$ cat src/hw/rtl/crfs_pkg.sv
package crfs_pkg;

    // default fraction width of the ring positions
    localparam int FRACTION_BITS_DEF = 16;

    // datapath widths
    localparam int NUM_W      = 36;
    localparam int STEP_W     = 26;
    localparam int TSEC_W     = 16;
    localparam int MIN_MS_W   = 22;
    localparam int HOUR_MS_W  = 27;
    localparam int DAY_MS_W   = 32;
    localparam int MONTH_MS_W = 32;

    // period lengths in milliseconds
    localparam logic [TSEC_W-1:0]     MS_PER_SECOND = 16'd1000;
    localparam logic [MIN_MS_W-1:0]   MS_PER_MINUTE = 22'd60000;
    localparam logic [HOUR_MS_W-1:0]  MS_PER_HOUR   = 27'd3600000;
    localparam logic [DAY_MS_W-1:0]   MS_PER_DAY    = 32'd86400000;

    // year / 25 by reciprocal, exact for 14-bit years
    localparam logic [12:0] DIV25_RECIP = 13'd5243;
    localparam int          DIV25_SHIFT = 17;
    localparam logic [4:0]  DIV25_CONST = 5'd25;

    // ring slots, in output order
    localparam int RING_COUNT = 5;
    localparam logic [2:0] RING_MONTH  = 3'd0;
    localparam logic [2:0] RING_DAY    = 3'd1;
    localparam logic [2:0] RING_HOUR   = 3'd2;
    localparam logic [2:0] RING_MINUTE = 3'd3;
    localparam logic [2:0] RING_SECOND = 3'd4;

    // month codes used by the month length function
    localparam logic [3:0] MONTH_NONE = 4'd0;
    localparam logic [3:0] MONTH_JAN  = 4'd1;
    localparam logic [3:0] MONTH_FEB  = 4'd2;
    localparam logic [3:0] MONTH_DEC  = 4'd12;

    localparam logic [4:0] DAYS_LONG      = 5'd31;
    localparam logic [4:0] DAYS_FEB       = 5'd28;
    localparam logic [4:0] DAYS_FEB_LEAP  = 5'd29;

    localparam logic [4:0] MONTH_DAYS [12] = '{
        5'd31, 5'd28, 5'd31, 5'd30, 5'd31, 5'd30,
        5'd31, 5'd31, 5'd30, 5'd31, 5'd30, 5'd31
    };

    typedef enum logic [3:0] {
        ST_IDLE,
        ST_PREP_DATE,
        ST_PREP_MONTH,
        ST_PREP_YEAR,
        ST_LOAD,
        ST_DIV_START,
        ST_DIV_WAIT,
        ST_SLEW,
        ST_OUT
    } crfs_state_t;

    // divider status toward the sequencer
    typedef struct packed {
        logic done;
        logic sat;
    } crfs_div_stat_t;

    // days in the month, month zero counts as january, beyond december long
    function automatic logic [4:0] days_in_month(input logic [3:0] month, input logic leap);
        logic [3:0] m;
        logic [3:0] slot;
        m = (month == MONTH_NONE) ? MONTH_JAN : month;
        slot = m - MONTH_JAN;
        if (m > MONTH_DEC) begin
            return DAYS_LONG;
        end else if (m == MONTH_FEB) begin
            return leap ? DAYS_FEB_LEAP : DAYS_FEB;
        end else begin
            return MONTH_DAYS[slot];
        end
    endfunction

endpackage

$ cat src/hw/rtl/crfs_div.sv
module crfs_div #(
    parameter int FRACTION_BITS = crfs_pkg::FRACTION_BITS_DEF
) (
    input  logic                          aclk,
    input  logic                          aresetn,
    input  logic                          start,
    input  logic [crfs_pkg::NUM_W-1:0]    num,
    input  logic [crfs_pkg::NUM_W-1:0]    den,
    output crfs_pkg::crfs_div_stat_t      stat,
    output logic [FRACTION_BITS-1:0]      quot
);

    localparam int CNT_W = $clog2(FRACTION_BITS + 1);

    logic [crfs_pkg::NUM_W-1:0] rem_reg;
    logic [crfs_pkg::NUM_W-1:0] den_reg;
    logic [FRACTION_BITS-1:0]   quot_reg;
    logic                       sat_reg;
    logic [CNT_W-1:0]           cnt_reg;
    logic                       done_reg;

    logic [crfs_pkg::NUM_W-1:0] rem_shift;
    logic                       rem_ge;
    logic [crfs_pkg::NUM_W-1:0] rem_next;
    logic                       busy;

    // one restoring step: shift, compare, subtract
    always_comb begin
        rem_shift = {rem_reg[crfs_pkg::NUM_W-2:0], 1'b0};
        rem_ge    = rem_shift >= den_reg;
        rem_next  = rem_ge ? (rem_shift - den_reg) : rem_shift;
        busy      = cnt_reg != '0;
    end

    // step counter and done pulse
    always_ff @(posedge aclk) begin
        if (!aresetn) begin
            cnt_reg  <= '0;
            done_reg <= 1'b0;
        end else if (start) begin
            cnt_reg  <= CNT_W'(FRACTION_BITS);
            done_reg <= 1'b0;
        end else if (busy) begin
            cnt_reg  <= cnt_reg - CNT_W'(1);
            done_reg <= cnt_reg == CNT_W'(1);
        end else begin
            done_reg <= 1'b0;
        end
    end

    // remainder and quotient bits
    always_ff @(posedge aclk) begin
        if (start) begin
            rem_reg  <= num;
            den_reg  <= den;
            sat_reg  <= num >= den;
            quot_reg <= '0;
        end else if (busy) begin
            rem_reg  <= rem_next;
            quot_reg <= {quot_reg[FRACTION_BITS-2:0], rem_ge};
        end
    end

    assign stat.done = done_reg;
    assign stat.sat  = sat_reg;
    assign quot      = quot_reg;

endmodule

$ cat src/hw/rtl/calendar_ring_fraction_slew.sv
// a word passes the prep states, then load, divide and slew per ring, then the output register
// no new input word is taken until the last one has moved into the output register
// the five fractions go one after another through a single radix-2 divider, one bit per cycle
// a finished word waits in the output register while the next input word is taken
// reset (aresetn, synchronous, active low): ring positions zero, slew_rate 131, no word pending
module calendar_ring_fraction_slew #(
    parameter int FRACTION_BITS = crfs_pkg::FRACTION_BITS_DEF
) (
    input  logic        aclk,
    input  logic        aresetn,

    input  logic        cfg_wr_en,
    input  logic [15:0] cfg_wr_data,

    input  logic        s_valid,
    output logic        s_ready,
    input  logic [9:0]  s_millisecond,
    input  logic [5:0]  s_second_count,
    input  logic [5:0]  s_minute_count,
    input  logic [4:0]  s_hour_count,
    input  logic [4:0]  s_day_of_month,
    input  logic [3:0]  s_month_number,
    input  logic [13:0] s_year_number,
    input  logic [9:0]  s_elapsed_ms,

    output logic        m_valid,
    input  logic        m_ready,
    output logic [15:0] m_month_ring_pos,
    output logic [15:0] m_day_ring_pos,
    output logic [15:0] m_hour_ring_pos,
    output logic [15:0] m_minute_ring_pos,
    output logic [15:0] m_second_ring_pos,
    output logic [4:0]  m_month_length
);

    localparam int CMP_W =
        ((FRACTION_BITS > crfs_pkg::STEP_W) ? FRACTION_BITS : crfs_pkg::STEP_W) + 1;
    localparam logic [FRACTION_BITS-1:0] FRAC_MAX = '1;
    localparam int NUM_W = crfs_pkg::NUM_W;

    crfs_pkg::crfs_state_t state_reg, state_next;

    logic [15:0] slew_reg;

    // latched input word
    logic [9:0]  ms_reg;
    logic [5:0]  sec_reg;
    logic [5:0]  min_reg;
    logic [4:0]  hour_reg;
    logic [4:0]  day_off_reg;
    logic [3:0]  month_reg;
    logic [3:0]  month_off_reg;
    logic [13:0] year_reg;
    logic [9:0]  yq_reg;
    logic [crfs_pkg::STEP_W-1:0] step_reg;

    // cascade terms
    logic [4:0]                       dim_reg;
    logic [crfs_pkg::TSEC_W-1:0]      t_sec_reg;
    logic [crfs_pkg::MIN_MS_W-1:0]    min_ms_reg;
    logic [crfs_pkg::HOUR_MS_W-1:0]   hour_ms_reg;
    logic [crfs_pkg::DAY_MS_W-1:0]    day_ms_reg;
    logic [crfs_pkg::MONTH_MS_W-1:0]  month_ms_reg;
    logic [NUM_W-1:0]                 year_off_reg;
    logic [NUM_W-1:0]                 year_len_reg;

    logic [NUM_W-1:0] num_reg;
    logic [NUM_W-1:0] den_reg;
    logic [NUM_W-1:0] offset_sel;
    logic [NUM_W-1:0] den_sel;

    logic [2:0] idx_reg;
    logic [FRACTION_BITS-1:0] pos_reg [crfs_pkg::RING_COUNT];

    logic [26:0] yq_prod;
    logic [14:0] y25_back;
    logic        div25;
    logic        leap;

    logic                         div_start;
    crfs_pkg::crfs_div_stat_t     div_stat;
    logic [FRACTION_BITS-1:0]     div_quot;

    logic [FRACTION_BITS-1:0] target;
    logic [CMP_W-1:0]         cur_w;
    logic [CMP_W-1:0]         tgt_w;
    logic [CMP_W-1:0]         stp_w;
    logic [CMP_W-1:0]         diff_w;
    logic [CMP_W-1:0]         moved_w;
    logic [FRACTION_BITS-1:0] pos_new;

    logic        out_load;
    logic        m_valid_reg;
    logic [15:0] out_pos_reg [crfs_pkg::RING_COUNT];
    logic [4:0]  out_dim_reg;

    // shared divider
    crfs_div #(
        .FRACTION_BITS(FRACTION_BITS)
    ) u_div (
        .aclk    (aclk),
        .aresetn (aresetn),
        .start   (div_start),
        .num     (num_reg),
        .den     (den_reg),
        .stat    (div_stat),
        .quot    (div_quot)
    );

    // sequencer
    always_comb begin
        state_next = state_reg;
        div_start  = 1'b0;
        out_load   = 1'b0;
        case (state_reg)
            crfs_pkg::ST_IDLE: begin
                if (s_valid) begin
                    state_next = crfs_pkg::ST_PREP_DATE;
                end
            end
            crfs_pkg::ST_PREP_DATE:  state_next = crfs_pkg::ST_PREP_MONTH;
            crfs_pkg::ST_PREP_MONTH: state_next = crfs_pkg::ST_PREP_YEAR;
            crfs_pkg::ST_PREP_YEAR:  state_next = crfs_pkg::ST_LOAD;
            crfs_pkg::ST_LOAD:       state_next = crfs_pkg::ST_DIV_START;
            crfs_pkg::ST_DIV_START: begin
                div_start  = 1'b1;
                state_next = crfs_pkg::ST_DIV_WAIT;
            end
            crfs_pkg::ST_DIV_WAIT: begin
                if (div_stat.done) begin
                    state_next = crfs_pkg::ST_SLEW;
                end
            end
            crfs_pkg::ST_SLEW: begin
                if (idx_reg == crfs_pkg::RING_MONTH) begin
                    state_next = crfs_pkg::ST_OUT;
                end else begin
                    state_next = crfs_pkg::ST_LOAD;
                end
            end
            crfs_pkg::ST_OUT: begin
                if (!m_valid_reg || m_ready) begin
                    out_load   = 1'b1;
                    state_next = crfs_pkg::ST_IDLE;
                end
            end
            default: state_next = crfs_pkg::ST_IDLE;
        endcase
    end

    assign s_ready = state_reg == crfs_pkg::ST_IDLE;

    // leap rule: divisible by 25 via reciprocal, 400 = 16 * 25
    always_comb begin
        yq_prod  = 27'(s_year_number) * 27'(crfs_pkg::DIV25_RECIP);
        y25_back = 15'(yq_reg) * 15'(crfs_pkg::DIV25_CONST);
        div25    = y25_back == {1'b0, year_reg};
        leap     = ((year_reg[1:0] == 2'b00) && !div25) ||
                   ((year_reg[3:0] == 4'b0000) && div25);
    end

    // offset and period for the ring in work
    always_comb begin
        case (idx_reg)
            crfs_pkg::RING_SECOND: begin
                offset_sel = NUM_W'(t_sec_reg);
                den_sel    = NUM_W'(crfs_pkg::MS_PER_MINUTE);
            end
            crfs_pkg::RING_MINUTE: begin
                offset_sel = NUM_W'(min_ms_reg);
                den_sel    = NUM_W'(crfs_pkg::MS_PER_HOUR);
            end
            crfs_pkg::RING_HOUR: begin
                offset_sel = NUM_W'(hour_ms_reg);
                den_sel    = NUM_W'(crfs_pkg::MS_PER_DAY);
            end
            crfs_pkg::RING_DAY: begin
                offset_sel = NUM_W'(day_ms_reg);
                den_sel    = NUM_W'(month_ms_reg);
            end
            crfs_pkg::RING_MONTH: begin
                offset_sel = year_off_reg;
                den_sel    = year_len_reg;
            end
            default: begin
                offset_sel = '0;
                den_sel    = '0;
            end
        endcase
    end

    // slew toward the fraction, snap when within one step
    always_comb begin
        target = div_stat.sat ? FRAC_MAX : div_quot;
        cur_w  = CMP_W'(pos_reg[idx_reg]);
        tgt_w  = CMP_W'(target);
        stp_w  = CMP_W'(step_reg);
        if (tgt_w >= cur_w) begin
            diff_w  = tgt_w - cur_w;
            moved_w = (diff_w <= stp_w) ? tgt_w : (cur_w + stp_w);
        end else begin
            diff_w  = cur_w - tgt_w;
            moved_w = (diff_w <= stp_w) ? tgt_w : (cur_w - stp_w);
        end
        pos_new = moved_w[FRACTION_BITS-1:0];
    end

    // control state, ring positions and the config register
    always_ff @(posedge aclk) begin
        if (!aresetn) begin
            state_reg   <= crfs_pkg::ST_IDLE;
            idx_reg     <= crfs_pkg::RING_SECOND;
            m_valid_reg <= 1'b0;
            slew_reg    <= 16'd131;
            for (int i = 0; i < crfs_pkg::RING_COUNT; i++) begin
                pos_reg[i] <= '0;
            end
        end else begin
            state_reg <= state_next;
            if (cfg_wr_en) begin
                slew_reg <= cfg_wr_data;
            end
            if (s_valid && s_ready) begin
                idx_reg <= crfs_pkg::RING_SECOND;
            end
            if (state_reg == crfs_pkg::ST_SLEW) begin
                pos_reg[idx_reg] <= pos_new;
                if (idx_reg != crfs_pkg::RING_MONTH) begin
                    idx_reg <= idx_reg - 3'd1;
                end
            end
            if (out_load) begin
                m_valid_reg <= 1'b1;
            end else if (m_ready) begin
                m_valid_reg <= 1'b0;
            end
        end
    end

    // input capture and cascade terms
    always_ff @(posedge aclk) begin
        if (s_valid && s_ready) begin
            ms_reg        <= s_millisecond;
            sec_reg       <= s_second_count;
            min_reg       <= s_minute_count;
            hour_reg      <= s_hour_count;
            day_off_reg   <= (s_day_of_month == 5'd0) ? 5'd0 : (s_day_of_month - 5'd1);
            month_reg     <= s_month_number;
            month_off_reg <= (s_month_number == crfs_pkg::MONTH_NONE) ?
                             4'd0 : (s_month_number - 4'd1);
            year_reg      <= s_year_number;
            yq_reg        <= yq_prod[crfs_pkg::DIV25_SHIFT +: 10];
            step_reg      <= crfs_pkg::STEP_W'(slew_reg) * crfs_pkg::STEP_W'(s_elapsed_ms);
            num_reg       <= '0;
        end
        case (state_reg)
            crfs_pkg::ST_PREP_DATE: begin
                dim_reg     <= crfs_pkg::days_in_month(month_reg, leap);
                t_sec_reg   <= crfs_pkg::TSEC_W'(sec_reg) * crfs_pkg::MS_PER_SECOND +
                               crfs_pkg::TSEC_W'(ms_reg);
                min_ms_reg  <= crfs_pkg::MIN_MS_W'(min_reg) * crfs_pkg::MS_PER_MINUTE;
                hour_ms_reg <= crfs_pkg::HOUR_MS_W'(hour_reg) * crfs_pkg::MS_PER_HOUR;
                day_ms_reg  <= crfs_pkg::DAY_MS_W'(day_off_reg) * crfs_pkg::MS_PER_DAY;
            end
            crfs_pkg::ST_PREP_MONTH: begin
                month_ms_reg <= crfs_pkg::MONTH_MS_W'(dim_reg) * crfs_pkg::MS_PER_DAY;
            end
            crfs_pkg::ST_PREP_YEAR: begin
                year_off_reg <= NUM_W'(month_off_reg) * NUM_W'(month_ms_reg);
                year_len_reg <= (NUM_W'(month_ms_reg) << 3) + (NUM_W'(month_ms_reg) << 2);
            end
            crfs_pkg::ST_LOAD: begin
                num_reg <= num_reg + offset_sel;
                den_reg <= den_sel;
            end
            default: begin
            end
        endcase
    end

    // output register
    always_ff @(posedge aclk) begin
        if (out_load) begin
            for (int i = 0; i < crfs_pkg::RING_COUNT; i++) begin
                out_pos_reg[i] <= 16'(pos_reg[i]);
            end
            out_dim_reg <= dim_reg;
        end
    end

    assign m_valid           = m_valid_reg;
    assign m_month_ring_pos  = out_pos_reg[crfs_pkg::RING_MONTH];
    assign m_day_ring_pos    = out_pos_reg[crfs_pkg::RING_DAY];
    assign m_hour_ring_pos   = out_pos_reg[crfs_pkg::RING_HOUR];
    assign m_minute_ring_pos = out_pos_reg[crfs_pkg::RING_MINUTE];
    assign m_second_ring_pos = out_pos_reg[crfs_pkg::RING_SECOND];
    assign m_month_length    = out_dim_reg;

endmodule

$ cat config.mk
export PLATFORM = sky130hd
export DESIGN_NAME = calendar_ring_fraction_slew
export DESIGN_NICKNAME = d
export VERILOG_FILES = /design/src/hw/rtl/crfs_pkg.sv /design/src/hw/rtl/crfs_div.sv /design/src/hw/rtl/calendar_ring_fraction_slew.sv
export SDC_FILE = /design/constraint.sdc
export NUM_CORES = 2
export LEC_CHECK = 0
export BUFFER_PORTS_ARGS = -buffer_cell sky130_fd_sc_hd__buf_2
export CORE_UTILIZATION = 49
export CTS_CLUSTER_DIAMETER = 60
export CTS_CLUSTER_SIZE = 30
export DETAILED_ROUTE_END_ITERATION = 10
export PLACE_DENSITY = 0.68
export SETUP_SLACK_MARGIN = 0.5
export SLEW_MARGIN = 25
export SYNTH_ARGS = -nofsm -noshare
export SYNTH_HDL_FRONTEND = slang
export SYNTH_HIERARCHICAL = 1
export SYNTH_SLANG_ARGS = --single-unit
export TNS_END_PERCENT = 30
$ cat constraint.sdc
create_clock -name aclk -period 6.6 [get_ports aclk]
set_input_delay 0 -clock aclk [delete_from_list [all_inputs] [get_ports aclk]]
set_output_delay 0 -clock aclk [all_outputs]
set_load 0.05 [all_outputs]
==> summary.md <==
| Metric | Value |
|---|---|
| Status | `finished clean` |
| Clk pin slew, worst setup/hold paths | `100 ps` |
| Clock Skew | `47.1 ps` |
| Placed Instances | `6115` |
| # H-tree levels | `2` |
| Ports | `168` |
| Cells after synthesis | `4712` |
| Fmax | `170 MHz` |
| Grt ovf | `0` |
| P_leak | `25.0 nW` |
| Final Instance Count excl. Fillers | `6376` |
| FP Rows | `116` |
| Fin worst setup slack | `709 ps` |
| Fillers | `8372` |
| DPL Wire Length | `90.2 mm` |
| CP Launch Type | `flop` |
| Syn avg cell area | `10.5 µm²` |
| Worst Tran Pin Value | `1240 ps` |
| Synth cell types | `105` |
| Setup violators final | `0` |
| Hold Vio Cnt, Final | `0` |
| Root Buffer | `clkbuf_16` |
| CP max stage cell | `or4_4` |
| Vias per std cell | `5.53` |
| Die ar. | `102000 µm²` |
| Slowest stage delay, CP | `630 ps` |
| Clock Path Buffers | `3` |
| Routed via count | `35300` |
| Hold crit path type | `in2reg` |
| Min cycle time layout | `5890 ps` |
| Routed Antenna Nets | `0` |
| Pre-CTS setup slack | `74.1 ps` |
| First-pass GRT wire length | `188 mm` |
| Height of the die | `319 µm` |
| Max reg flops | `128` |
| Vias in the first global route | `34600` |
| Yosys warns | `6` |
| Max_slew headroom | `0.166` |
| Layout Nets | `6000` |
| Starting Density | `0.494` |
| Antenna violations before repair | `6` |
| Routability congestion estimate | `0.950` |
| Die span in x | `319 µm` |
| CP Max Fanout | `8` |
| CP Data Required Time | `7150 ps` |
| Yosys reg bits | `625` |
| Max-Cap Viols | `0` |
| RSZ-0062 raised after global routing | `true` |
| Top FF cell, synth | `edfxtp_1` |
| Post-synthesis sequential area ratio | `0.371` |
| Routed wire length | `119 mm` |
| Iter 0 DRT Violations | `2829` |
| Post-route setup TNS | `0 ps` |
| Clk_lat worst skew | `690 ps` |
| Largest net degree at the start of global routing | `78` |
| Tcrit/Tclk final | `0.893` |
| Synth-to-layout area growth | `13.1%` |
| Sink Count | `625` |
| Total Routing Usage GR | `0.232` |
| DRC violations left | `0` |
| Critical path class | `reg2reg` |
| Fin Hold WS | `46.3 ps` |
| CORE AREA | `100000 µm²` |
| Share of cells above drive strength 1 | `0.109` |
| Port Buffers | `164` |
| Max-slew violation count | `0` |
| Worst EP arrival | `6440 ps` |
| Worst setup EP type | `flop` |
| Avg WL per Cell | `18.6 µm` |
| Synthesized cell area | `49400 µm²` |
| Total clock buffers created by CTS | `59` |
| Async SR Flop Fraction | `0` |
| EDFF count, synth | `579` |
| Worst vdd ir | `257 µV` |
| CTS tree | `built` |
| First-pass DRT Iterations | `6` |
| Pwr/cell area | `344 nW/µm²` |
stage by stage:
stage	total power, mW	util	instance area [µm²]
floorplan	13.0	-	49400
CTS	19.1	0.553	55300
global placement	15.0	0.518	51800
global route	20.8	0.559	55900
detailed placement	15.2	0.518	51800
finish	19.2	0.559	55900
report_power, final:
group          internal [mW]  switching [mW]
Combinational           4.20            5.69
Sequential              5.24           0.354
Clock                   1.85            1.89
placed cells by master (no fill, tap or decap), drive strengths merged, types with 63 or more instances in the layout:
master       count
nor3            63
xnor2          173
dlygate4sd3    115
nand2          348
edfxtp         579
nor2           336
xor2            72
fa             267
inv            674
a21o           104
buf            250
ha             629
and2           136
o21ai          163
a21oi          295
path summary, 6_finish.rpt:
path	slack, ps	from	cells after the start	end
setup reg to reg	710	idx_reg[2]	29	pos_reg[0][3]
hold reg to reg	420	ms_reg[0]	0	t_sec_reg[0]
hold / removal	50	s_second_count[2]	2	sec_reg[2]
setup / recovery	710	idx_reg[2]	29	pos_reg[0][3]
layer usage:
| layer | global-route usage | part of all wire | vias to the layer above |
|---|---|---|---|
| met4 | 0.0685 | 0.028 | 0 |
| met3 | 0.0369 | 0.062 | 179 |
| li1 | - | - | 17000 |
| met2 | 0.364 | 0.46 | 1040 |
| met1 | 0.330 | 0.46 | 17000 |
| met5 | 0 | 0 | - |
final cells by class:
class	count	area (µm²)	share of cell area
Multi-Input combinational cell	3319	28500	0.510
Sequential cell	625	18400	0.329
Timing Repair Buffer	367	2730	0.0489
Inverter	651	2450	0.0439
Tap cell	1298	1620	0.0291
Clock buffer	61	1530	0.0273
Clock inverter	51	664	0.0119
Antenna cell	4	10.0	0.000179
cell families after synthesis:
group                      count (synthesis)  synth area share
DFF                                      625             0.371
adders and majority gates                896             0.268
and+or+nand+nor                         1173             0.114
muxes                                     73            0.0181
buffers and inverters                    783            0.0617
AOI/OAI and AO/OA                        915             0.125
other                                      2          0.000152
xor gates and xnor gates                 245            0.0435
Yosys cell counts (all sizes together) (46+ instances only):
master	count	share of area
and2	135	0.017
fa	267	0.11
ha	629	0.16
edfxtp	579	0.35
nand2	348	0.026
o21ai	163	0.017
nand3	54	0.0055
inv	649	0.049
dfxtp	46	0.019
xor2	72	0.013
nor2	336	0.026
a21oi	295	0.031
nor3	63	0.0066
a21o	104	0.016
nor2b	59	0.0075
xnor2	173	0.031
clkbuf	93	0.0071
o21bai	47	0.0072
critical path: cells and delay by family (launching register included):
kind | cells | cell delay [ps]
XOR/XNOR | 1 | 130
buffers and inverters | 4 | 390
AO/OA/AOI/OAI | 13 | 2400
flip-flops | 1 | 390
AND/OR/NAND/NOR | 8 | 1650
adder cells (fa/ha/maj) | 3 | 770
timing repair:
action                                  CTS  global route
endpoints found under the setup margin  130           132
gates resized for setup                  26            79
pin swaps                                 3            31
cloned                                    1             3
hold endpoints to repair                 82             0
buffers inserted                          3            23
hold buffers                            115             0
Note: power is estimated with default switching activity, not from simulation.
